### src/rtl/core/bdq_pkg.sv
package bdq_pkg;

    localparam int DATA_W   = 32;
    localparam int REQ_W    = 2;
    localparam int STATUS_W = 2;
    localparam int COUNT_W  = 7;

    typedef enum logic [REQ_W-1:0] {
        REQ_PUSH_FRONT = 2'd0,
        REQ_PUSH_BACK  = 2'd1,
        REQ_REMOVE     = 2'd2,
        REQ_NOP        = 2'd3
    } req_t;

    typedef enum logic [STATUS_W-1:0] {
        STATUS_DONE      = 2'd0,
        STATUS_FULL      = 2'd1,
        STATUS_NOT_FOUND = 2'd2
    } status_t;

    typedef enum logic [1:0] {
        FSM_IDLE  = 2'd0,
        FSM_CMP   = 2'd1,
        FSM_APPLY = 2'd2
    } fsm_t;

    typedef enum logic [2:0] {
        CELL_HOLD       = 3'd0,
        CELL_COMPARE    = 3'd1,
        CELL_SHIFT_BACK = 3'd2,
        CELL_LOAD_TAIL  = 3'd3,
        CELL_REMOVE     = 3'd4
    } cell_op_t;

    typedef struct packed {
        cell_op_t op;
        logic     live;
        logic     tail;
    } cell_ctrl_t;

endpackage

### src/rtl/core/bdq_cell.sv
module bdq_cell (
    input  logic                                clk,
    input  logic                                rst_n,
    input  bdq_pkg::cell_ctrl_t                 ctrl,
    input  logic signed [bdq_pkg::DATA_W-1:0]   key,
    input  logic signed [bdq_pkg::DATA_W-1:0]   left_data,
    input  logic signed [bdq_pkg::DATA_W-1:0]   right_data,
    input  logic                                found_in,
    output logic signed [bdq_pkg::DATA_W-1:0]   data,
    output logic                                found_out
);

    logic signed [bdq_pkg::DATA_W-1:0] data_reg;
    logic signed [bdq_pkg::DATA_W-1:0] data_next;
    logic                              hit_reg;
    logic                              hit_next;

    always_comb
    begin
        data_next = data_reg;
        hit_next  = hit_reg;
        unique case (ctrl.op)
            bdq_pkg::CELL_HOLD:
            begin
            end
            bdq_pkg::CELL_COMPARE:
            begin
                hit_next = ctrl.live && (data_reg == key);
            end
            bdq_pkg::CELL_SHIFT_BACK:
            begin
                data_next = left_data;
            end
            bdq_pkg::CELL_LOAD_TAIL:
            begin
                if (ctrl.tail)
                begin
                    data_next = key;
                end
            end
            bdq_pkg::CELL_REMOVE:
            begin
                // close the gap at and behind the first match
                if (found_in || hit_reg)
                begin
                    data_next = right_data;
                end
                hit_next = 1'b0;
            end
            default:
            begin
            end
        endcase
    end

    always_ff @(posedge clk)
    begin
        data_reg <= data_next;
    end

    always_ff @(posedge clk or negedge rst_n)
    begin
        if (!rst_n)
        begin
            hit_reg <= 1'b0;
        end
        else
        begin
            hit_reg <= hit_next;
        end
    end

    assign data      = data_reg;
    assign found_out = found_in || hit_reg;

endmodule

### src/rtl/core/bounded_deque_remove_by_value_unit.sv
// Channel   Direction  Handshake            Payload
// request   in         in_valid / in_ready  req_type, value
// result    out        out_valid/out_ready  status, count, empty_res
//
// A request passes a compare step, where every cell compares its entry with
// the value, then an apply step, where the first-match prefix ripples down
// the cell row and the row shifts or loads the tail. One request is in flight
// at a time; a new request is taken only when the block is idle again.
// Reset empties the deque; entry contents are not cleared.
// A result waiting on out_ready stalls the apply step, the row holds.
module bounded_deque_remove_by_value_unit #(
    parameter int CAPACITY = 64
) (
    input  logic                                clk,
    input  logic                                rst_n,
    input  logic                                in_valid,
    output logic                                in_ready,
    input  logic [bdq_pkg::REQ_W-1:0]           req_type,
    input  logic signed [bdq_pkg::DATA_W-1:0]   value,
    output logic                                out_valid,
    input  logic                                out_ready,
    output logic [bdq_pkg::STATUS_W-1:0]        status,
    output logic [bdq_pkg::COUNT_W-1:0]         count,
    output logic                                empty_res
);

    localparam int HW = $clog2(CAPACITY + 1);

    bdq_pkg::fsm_t                     state_reg;
    bdq_pkg::fsm_t                     state_next;
    bdq_pkg::req_t                     req_reg;
    logic signed [bdq_pkg::DATA_W-1:0] value_reg;
    logic [HW-1:0]                     held_reg;
    logic [HW-1:0]                     held_next;
    logic                              out_valid_reg;
    logic                              out_valid_next;
    bdq_pkg::status_t                  status_reg;
    bdq_pkg::status_t                  status_next;
    logic [bdq_pkg::COUNT_W-1:0]       count_reg;
    logic [bdq_pkg::COUNT_W-1:0]       count_next;
    logic                              empty_reg;
    logic                              empty_next;

    bdq_pkg::cell_op_t                 cell_op;
    logic                              full;
    logic                              fire;
    logic                              accept;
    logic                              load_result;

    logic signed [bdq_pkg::DATA_W-1:0] cell_data [CAPACITY];
    logic                              found_chain [CAPACITY+1];

    assign full     = (held_reg == HW'(CAPACITY));
    assign fire     = !out_valid_reg || out_ready;
    assign in_ready = (state_reg == bdq_pkg::FSM_IDLE);
    assign accept   = in_valid && in_ready;

    assign found_chain[0] = 1'b0;

    for (genvar i = 0; i < CAPACITY; i++)
    begin : g_cell
        bdq_pkg::cell_ctrl_t               ctrl;
        logic signed [bdq_pkg::DATA_W-1:0] left_data;
        logic signed [bdq_pkg::DATA_W-1:0] right_data;

        assign ctrl.op   = cell_op;
        assign ctrl.live = (held_reg > HW'(i));
        assign ctrl.tail = (held_reg == HW'(i));

        if (i == 0)
        begin : g_head
            assign left_data = value_reg;
        end
        else
        begin : g_body
            assign left_data = cell_data[i-1];
        end

        if (i == CAPACITY - 1)
        begin : g_last
            assign right_data = cell_data[i];
        end
        else
        begin : g_inner
            assign right_data = cell_data[i+1];
        end

        bdq_cell u_cell (
            .clk        (clk),
            .rst_n      (rst_n),
            .ctrl       (ctrl),
            .key        (value_reg),
            .left_data  (left_data),
            .right_data (right_data),
            .found_in   (found_chain[i]),
            .data       (cell_data[i]),
            .found_out  (found_chain[i+1])
        );
    end

    always_comb
    begin
        state_next  = state_reg;
        cell_op     = bdq_pkg::CELL_HOLD;
        held_next   = held_reg;
        status_next = bdq_pkg::STATUS_DONE;
        load_result = 1'b0;
        unique case (state_reg)
            bdq_pkg::FSM_IDLE:
            begin
                if (accept)
                begin
                    state_next = bdq_pkg::FSM_CMP;
                end
            end
            bdq_pkg::FSM_CMP:
            begin
                cell_op    = bdq_pkg::CELL_COMPARE;
                state_next = bdq_pkg::FSM_APPLY;
            end
            bdq_pkg::FSM_APPLY:
            begin
                if (fire)
                begin
                    load_result = 1'b1;
                    state_next  = bdq_pkg::FSM_IDLE;
                    unique case (req_reg)
                        bdq_pkg::REQ_PUSH_FRONT, bdq_pkg::REQ_PUSH_BACK:
                        begin
                            if (full)
                            begin
                                status_next = bdq_pkg::STATUS_FULL;
                            end
                            else
                            begin
                                cell_op   = (req_reg == bdq_pkg::REQ_PUSH_FRONT) ?
                                            bdq_pkg::CELL_SHIFT_BACK :
                                            bdq_pkg::CELL_LOAD_TAIL;
                                held_next = held_reg + HW'(1);
                            end
                        end
                        bdq_pkg::REQ_REMOVE:
                        begin
                            cell_op = bdq_pkg::CELL_REMOVE;
                            if (found_chain[CAPACITY])
                            begin
                                held_next = held_reg - HW'(1);
                            end
                            else
                            begin
                                status_next = bdq_pkg::STATUS_NOT_FOUND;
                            end
                        end
                        default:
                        begin
                        end
                    endcase
                end
            end
            default:
            begin
                state_next = bdq_pkg::FSM_IDLE;
            end
        endcase
    end

    always_comb
    begin
        out_valid_next = out_valid_reg && !out_ready;
        if (load_result)
        begin
            out_valid_next = 1'b1;
        end
        count_next = bdq_pkg::COUNT_W'(held_next);
        empty_next = (held_next == '0);
    end

    always_ff @(posedge clk or negedge rst_n)
    begin
        if (!rst_n)
        begin
            state_reg     <= bdq_pkg::FSM_IDLE;
            held_reg      <= '0;
            out_valid_reg <= 1'b0;
        end
        else
        begin
            state_reg     <= state_next;
            held_reg      <= held_next;
            out_valid_reg <= out_valid_next;
        end
    end

    always_ff @(posedge clk)
    begin
        if (accept)
        begin
            req_reg   <= bdq_pkg::req_t'(req_type);
            value_reg <= value;
        end
        if (load_result)
        begin
            status_reg <= status_next;
            count_reg  <= count_next;
            empty_reg  <= empty_next;
        end
    end

    assign out_valid = out_valid_reg;
    assign status    = status_reg;
    assign count     = count_reg;
    assign empty_res = empty_reg;

endmodule

### config.mk
export PLATFORM = sky130hd
export DESIGN_NAME = bounded_deque_remove_by_value_unit
export DESIGN_NICKNAME = d
export VERILOG_FILES = /design/src/rtl/core/bdq_pkg.sv /design/src/rtl/core/bdq_cell.sv /design/src/rtl/core/bounded_deque_remove_by_value_unit.sv
export SDC_FILE = /design/constraint.sdc
export NUM_CORES = 2
export LEC_CHECK = 0
export BUFFER_PORTS_ARGS = -buffer_cell sky130_fd_sc_hd__buf_2
export CORE_ASPECT_RATIO = 0.7
export CORE_MARGIN = 5
export CORE_UTILIZATION = 30
export DETAILED_ROUTE_END_ITERATION = 8
export GPL_TIMING_DRIVEN = 0
export PLACE_DENSITY = 0.46
export SYNTH_ARGS = -nofsm -noshare
export SYNTH_HDL_FRONTEND = slang
export SYNTH_HIERARCHICAL = 1
export SYNTH_SLANG_ARGS = --single-unit
### constraint.sdc
create_clock -name clk -period 37.8 [get_ports clk]
set_input_delay 1.89 -clock clk [delete_from_list [all_inputs] [get_ports clk]]
set_output_delay 1.89 -clock clk [all_outputs]
set_load 0.05 [all_outputs]
# Word level (Yosys, flattened, before mapping)
# Index checks and enable logic that the tools add are counted.
# W data, S select, Z words.
[totals] out_inout_bits=12 mem_bits_rw=0 input_bits=38 elab_cells=947 latch_bits=0 memories=0 regBits=2166 rom_bits=0
[op_classes] n_shift=0 n_lt_le_gt_ge=64 muxes=274 addsub=2 n_mul=0 reduce_logical=206 div=0 eq_ne=265 n_bitwise=0
[ops] op="$pmux W32 S3" count=63
[ops] op="$mux W32" count=127
[ops] op="$eq A32 B32 Y1" count=64
[ops] op="$eq A7 B6 Y1 const B" count=32
[ops] op="$gt A7 B6 Y1 const B" count=32
[ops] op="$reduce_and A3 Y1" count=63
[ops] op="$ne A2 B2 Y1 const B" count=65
[ops] op="$ne A2 B1 Y1 const B" count=64
[ops] op="$pmux W1 S2" count=64
[ops] op="$eq A7 B5 Y1 const B" count=16
[ops] op="$gt A7 B5 Y1 const B" count=16
[ops] op="$logic_and A1 B1 Y1" count=66
[ops] op="$logic_or A1 B1 Y1" count=64
[ops] op="$pmux W32 S2" count=1
[ops] op="$eq A7 B4 Y1 const B" count=8
[ops] op="$gt A7 B4 Y1 const B" count=8
[ops] op="$eq A7 B3 Y1 const B" count=4
[ops] op="$gt A7 B3 Y1 const B" count=4
[ops] op="$mux W7" count=4
[ops] op="$eq A7 B2 Y1 const B" count=2
[ops] op="$gt A7 B1 Y1 const B" count=2
[ops] op="$gt A7 B2 Y1 const B" count=2
[ops] op="$logic_not A7 Y1" count=2
[ops] op="$pmux W7 S2" count=1
[ops] op="21 further kinds" count=37

# Logic depth before layout (Yosys ltp)
[depth] depth_word=68 depth_mapped=70 depth_no_buf=70

# Cells and area by module
# The synthesis kept the hierarchy.
[modules_own_cells] module="bdq_cell" area_each_um2=1986.9 cells_per_inst=193 seq_area_each_um2=985.9 n_inst=64
[modules_own_cells] module="bounded_deque_remove_by_value_unit" area_each_um2=3171.8 cells_per_inst=357 seq_area_each_um2=1571.5 n_inst=1

# Worst setup path before layout
# OpenSTA, ideal clock, no wires.
[synth_timing] path_kind="input -> register" startpoint="input out_ready" endpoint="register g_cell[0].u_cell.data_reg, in the netlist g_cell[0].u_cell/data[0], enable pin" setup_time_ns=0.408 t_required_ns=37.392 cell_stages=8 arrival_ns=20.668 n_path_buf=2 path_slack_ns=16.724 path_cell_list="nand2b_1 > and2_1 > clkbuf_1 > and3_1 > a22o_1 > nor3b_4 > buf_4 > a32o_1"
[synth_between] elab_chain_cells=6 word_cells_on_any_way=10 classes_between="eq/ne: 5; mux: 2; reduce/logical: 3"
[synth_lines] item="from (decl)" line="bounded_deque_remove_by_value_unit.sv:21" text="input logic out_ready,"
[synth_lines] item="$logic_or A1 B1 Y1 *" line="bounded_deque_remove_by_value_unit.sv:54" text="assign fire = !out_valid_reg || out_ready;"
[synth_lines] item="$mux W3 *" line="bounded_deque_remove_by_value_unit.sv:123" text="if (fire)"
[synth_lines] item="$pmux W3 S2 *" line="bounded_deque_remove_by_value_unit.sv:108" text="unique case (state_reg)"
[synth_lines] item="net cell_op[1]" line="bounded_deque_remove_by_value_unit.sv:44" text="bdq_pkg::cell_op_t cell_op;"
[synth_lines] item="$eq A3 B3 Y1 / $eq A3 B2 Y1 (equally long branches)" line="bdq_cell.sv:22" text="unique case (ctrl.op)"
[synth_lines] item="$ne A2 B1 Y1 (no line) (tied with other cells)"
[synth_lines] item="$reduce_and A3 Y1 (no line) *"
[synth_lines] item="to (signal assigned)" line="bdq_cell.sv:58" text="data_reg <= data_next;"
[synth_lines] item="to (decl)" line="bdq_cell.sv:13" text="logic signed [bdq_pkg::DATA_W-1:0] data_reg;"
# Mark *: on every way through the listed nets, which the timed path passes. The rest lies on a longest branch.
# A chain may end at the register's enable or synchronous reset.

==> impl_summary.md <==
Global route
The via count of the first global-routing pass is 98268. Entering global routing, the biggest net connects 55 pins. The overall overflow remaining after global route is 0. The number of antenna violations at the first check in global routing came to 14.

The global-route wire length before repair is 769000 µm. The overall global routing resource usage is between 20% and 30%.

Power
In this run the power density over the cells is 56.0 nW/µm². The share of total power in sequential cells is 40.2%. The clock network burns 27.7% of the power. In this run switching power makes up 37.4% of total power. The internal cell power is around 0.0055 W. The total design power is 0.00870 W.

IR analysis of the VDD net gives a maximum drop of 0.0364 mV. The switching component of the power is between 0.003 and 0.004 W. The share of power burned in combinational logic is 32.1%. In this run the static leakage power is 61.1 nW.

Synth
A synthesized cell averages 10.3 µm². The mapped netlist covers 130000 µm². Counting flops with a built-in enable in the synthesized netlist gives roughly 2100. In the synthesized netlist the dominant register cell turns out to be sky130_fd_sc_hd__edfxtp_1. The number of storage elements in the synthesis netlist is roughly 2200. Yosys printed 6 warnings.

The number of nets produced by synthesis is 12754. The fraction of registers with async set or reset after synthesis is 3.42%. After technology mapping, the gate count stands at 12709. In this run, distinct cell masters in the synthesized netlist total 56. The post-synthesis sequential area ratio is 49.6%.

Route
The number of iterations in the first detailed-routing pass is 6. The highest routed metal layer is met5. The final routed DRC violation total is 0. Dividing the detail-routed wire length by the instance count gives 28.3 µm. The number of vias per cell after detailed routing is about 5.6. The aggregate routed wire length is 549000 µm. The number of DRC markers in iteration 0 is 15671. Wire segments on met3 add up to 63700 µm in the final route. The length of routed wiring on met1 is 289000 µm. Once detail routing completed, the nets flagged for antenna violations numbered 0.

The met2 wire length is between 150000 and 200000 µm. The via count is 107860.

Die
In this run the vertical extent of the chip is 561 µm. The total area inside the core boundary comes to 433000 µm². The initialized floorplan defines 202 standard-cell rows.

Once the floorplan was initialized, standard cells occupied 30.1% of the core. The die is 798 µm wide. The die covers 448000 µm². For this design the top-level I/O count stands at 50.

Cells and area
After routing the design area is 155000 µm². Of the cells placed in the final design, the portion with a size suffix greater than 1 is about an eighth. The number of nets in the final layout is 13423. The register with the most flip-flops in the layout has just over 2000 of them. Compared with the post-synthesis result, the final layout area differs by 19.2%.

Setup path
The library cell appearing most often on the critical path is sky130_fd_sc_hd__or2_2. The data required time of the worst path is ~39 ns. The endpoint kind of the worst setup timing path is a flop. The critical setup path kind is reg2reg. On the critical path the largest part of the delay comes from simple AND/OR/NAND/NOR gates.

In this design, the stage delay of the slowest critical-path cell is 0.44 ns. The top fanout value on the critical path is 8. The launching element type of the critical path is a flop. The critical path contains buffers and inverters numbering 0 combined.

The arrival time at the worst endpoint is 23.18 ns. For this design, the slowest cell found on the critical path is sky130_fd_sc_hd__or2_2.

Clocking
The hold buffer count at CTS is 0. The clock edge transition at the registers on the reported setup and hold paths is 0.06 ns. In this run, post-CTS repair resized a total of 0 instances. CTS placed an instance of sky130_fd_sc_hd__clkbuf_16 at the clock tree root.

The clock latency of the later-clocked register in the worst-skew pair is 0.98 ns. TritonCTS built the clock tree. The total number of clock tree sinks is between 2000 and 2500.

Counting along the longest clock path gives a buffer depth of 4. Clock tree synthesis inserted a total of 240 buffers. Once the clock tree was built, the setup fixing pass inserted 0 buffers. The depth of the CTS H-tree is 4.

Timing
Counting I/O delays and the setup requirement, the final critical path takes 22.40 ns. The clock skew is 0.0921 ns. The max-slew violation total from the final report is 2. The count of final hold-check violations is 0. Setup repair after global routing left no endpoint under its margin. The highest attainable clock frequency is 44.6 MHz. In the finished design, the share of the clock period the worst path needs comes to 59.3%. Setup violations remaining at the end of the flow were counted as 0. The final hold slack is ~0.5 ns. For the pin with the worst max-slew slack, the measured transition is 1.60 ns. The headroom to the max-slew limit is -8.16%.

Job
The tool flagged a number of max-cap violations equal to 1.

Status
The final reports fail on capacitance limit, slew limit. The flow ran to the end, but the final reports show violations.

Placed design
Summing all placed instances gives a cell area of around 150000 µm². The routability congestion estimate from global placement is about 0.86. During placement, the flow inserted port buffers numbering slightly below 50.

After legalization and detailed placement, the total HPWL measured roughly 440000 µm.

Hold path
The worst hold path belongs to the class reg2reg.
-- kinds of logic (layout without fill, tap and decap cells) --
family	after synthesis	count (layout)	synth area share [%]
xor+xnor	2115	2115	14.2
other cells	1	8	0.00288
mux	2	2	0.0163
fa+ha+maj	7	7	0.0672
flops	2166	2166	49.6
simple gates	5380	5380	18.7
compound gates	2301	2301	13.2
buf+inv	737	1603	4.15
-- power groups by stage --
stage                     clock network, W  registers, W  logic, W
after floorplan                          0       0.00351   0.00136
after CTS                          0.00246       0.00348   0.00273
after detailed placement                 0       0.00353   0.00272
after global placement                   0       0.00398   0.00196
after global routing               0.00255       0.00351   0.00295
final                              0.00241       0.00350   0.00279
-- routing by layer --
metal,global-route usage [%],vias up
met5,0.116,-
met2,27.0,5960
li1,-,47562
met3,5.38,515
met1,41.6,53819
met4,3.47,4
-- per-stage QoR --
step	setup TNS, ns	util [%]	setup WS [ns]	cells
floorplan	0	-	16.72	12709
global placement	-1009.73	31.9	-3.77	18572
detailed placement	0	34.1	15.62	18949
CTS	0	35.9	15.57	19388
global route	0	35.9	15.13	19390
finish	0	35.9	15.40	19396
-- Yosys cell counts (66+ instances only) --
| cell | instances | share of area, % |
|---|---|---|
| sky130_fd_sc_hd__a22oi_1 | 2049 | 12 |
| sky130_fd_sc_hd__buf_2 | 195 | 0.75 |
| sky130_fd_sc_hd__buf_4 | 256 | 1.5 |
| sky130_fd_sc_hd__buf_6 | 192 | 1.7 |
| sky130_fd_sc_hd__dfrtp_1 | 74 | 1.4 |
| sky130_fd_sc_hd__edfxtp_1 | 2092 | 48 |
| sky130_fd_sc_hd__inv_1 | 72 | 0.21 |
| sky130_fd_sc_hd__nand2_1 | 4137 | 12 |
| sky130_fd_sc_hd__nand2b_1 | 74 | 0.36 |
| sky130_fd_sc_hd__nand3_1 | 137 | 0.53 |
| sky130_fd_sc_hd__nor2_1 | 66 | 0.19 |
| sky130_fd_sc_hd__nor3_1 | 80 | 0.31 |
| sky130_fd_sc_hd__nor4_1 | 454 | 2.2 |
| sky130_fd_sc_hd__o21ai_0 | 77 | 0.30 |
| sky130_fd_sc_hd__or2_2 | 68 | 0.33 |
| sky130_fd_sc_hd__xnor2_1 | 131 | 0.88 |
| sky130_fd_sc_hd__xor2_1 | 1984 | 13 |
-- cells in the final DEF, fill, tap and decap left out, types with 26 or more instances in the layout --
cell / instances
sky130_fd_sc_hd__nor2_1: 65
sky130_fd_sc_hd__clkbuf_16: 243
sky130_fd_sc_hd__buf_2: 243
sky130_fd_sc_hd__nor3b_4: 64
sky130_fd_sc_hd__buf_8: 26
sky130_fd_sc_hd__nor2_4: 65
sky130_fd_sc_hd__buf_12: 30
sky130_fd_sc_hd__clkinv_1: 46
sky130_fd_sc_hd__and3b_1: 64
sky130_fd_sc_hd__o31ai_1: 64
sky130_fd_sc_hd__or2_2: 68
sky130_fd_sc_hd__nand2_1: 4137
sky130_fd_sc_hd__xor2_1: 1984
sky130_fd_sc_hd__nor4bb_1: 61
sky130_fd_sc_hd__nor4_1: 453
sky130_fd_sc_hd__buf_6: 193
sky130_fd_sc_hd__clkbuf_1: 67
sky130_fd_sc_hd__xnor2_1: 131
sky130_fd_sc_hd__edfxtp_1: 2092
sky130_fd_sc_hd__inv_1: 72
sky130_fd_sc_hd__buf_16: 317
sky130_fd_sc_hd__dfrtp_1: 74
sky130_fd_sc_hd__a32o_2: 64
sky130_fd_sc_hd__nand3_1: 137
sky130_fd_sc_hd__buf_4: 260
sky130_fd_sc_hd__o21ai_0: 76
sky130_fd_sc_hd__a22oi_1: 2049
sky130_fd_sc_hd__nand2b_1: 74
sky130_fd_sc_hd__clkinv_2: 56
sky130_fd_sc_hd__nand4_1: 65
sky130_fd_sc_hd__nor3_1: 78
-- worst min-delay path: stages (launching register included) --
cell and delay [ns]:
sky130_fd_sc_hd__dfrtp_1 0.33, sky130_fd_sc_hd__o21ai_0 0.08, sky130_fd_sc_hd__o31ai_1 0.06
-- final timing paths --
check / start / end / slack, ns / cells past startpoint
max: g_cell[0].u_cell/hit_reg$_DFFE_PN0P_ / empty_res$_DFFE_PP_ / 15.40 / 69
min: g_cell[57].u_cell/hit_reg$_DFFE_PN0P_ / g_cell[57].u_cell/hit_reg$_DFFE_PN0P_ / 0.51 / 2
max reg2reg: g_cell[0].u_cell/hit_reg$_DFFE_PN0P_ / empty_res$_DFFE_PP_ / 15.40 / 69
min reg2reg: g_cell[57].u_cell/hit_reg$_DFFE_PN0P_ / g_cell[57].u_cell/hit_reg$_DFFE_PN0P_ / 0.51 / 2
max in group asynchronous: rst_n / g_cell[46].u_cell/hit_reg$_DFFE_PN0P_ / 35.82 / 2
min in group asynchronous: rst_n / g_cell[5].u_cell/hit_reg$_DFFE_PN0P_ / 0.91 / 1
-- final cells by class --
cell class | count | area, µm²
Antenna cell | 7 | 17.5
Buffer | 664 | 5140
Clock buffer | 309 | 6520
Clock inverter | 130 | 1120
Fill cell | 43893 | 277000
Inverter | 73 | 274
Multi-Input combinational cell | 9806 | 60400
Sequential cell | 2166 | 64700
Tap cell | 5814 | 7270
Timing Repair Buffer | 427 | 10000
No activity file was read; power rests on OpenSTA's default activity.
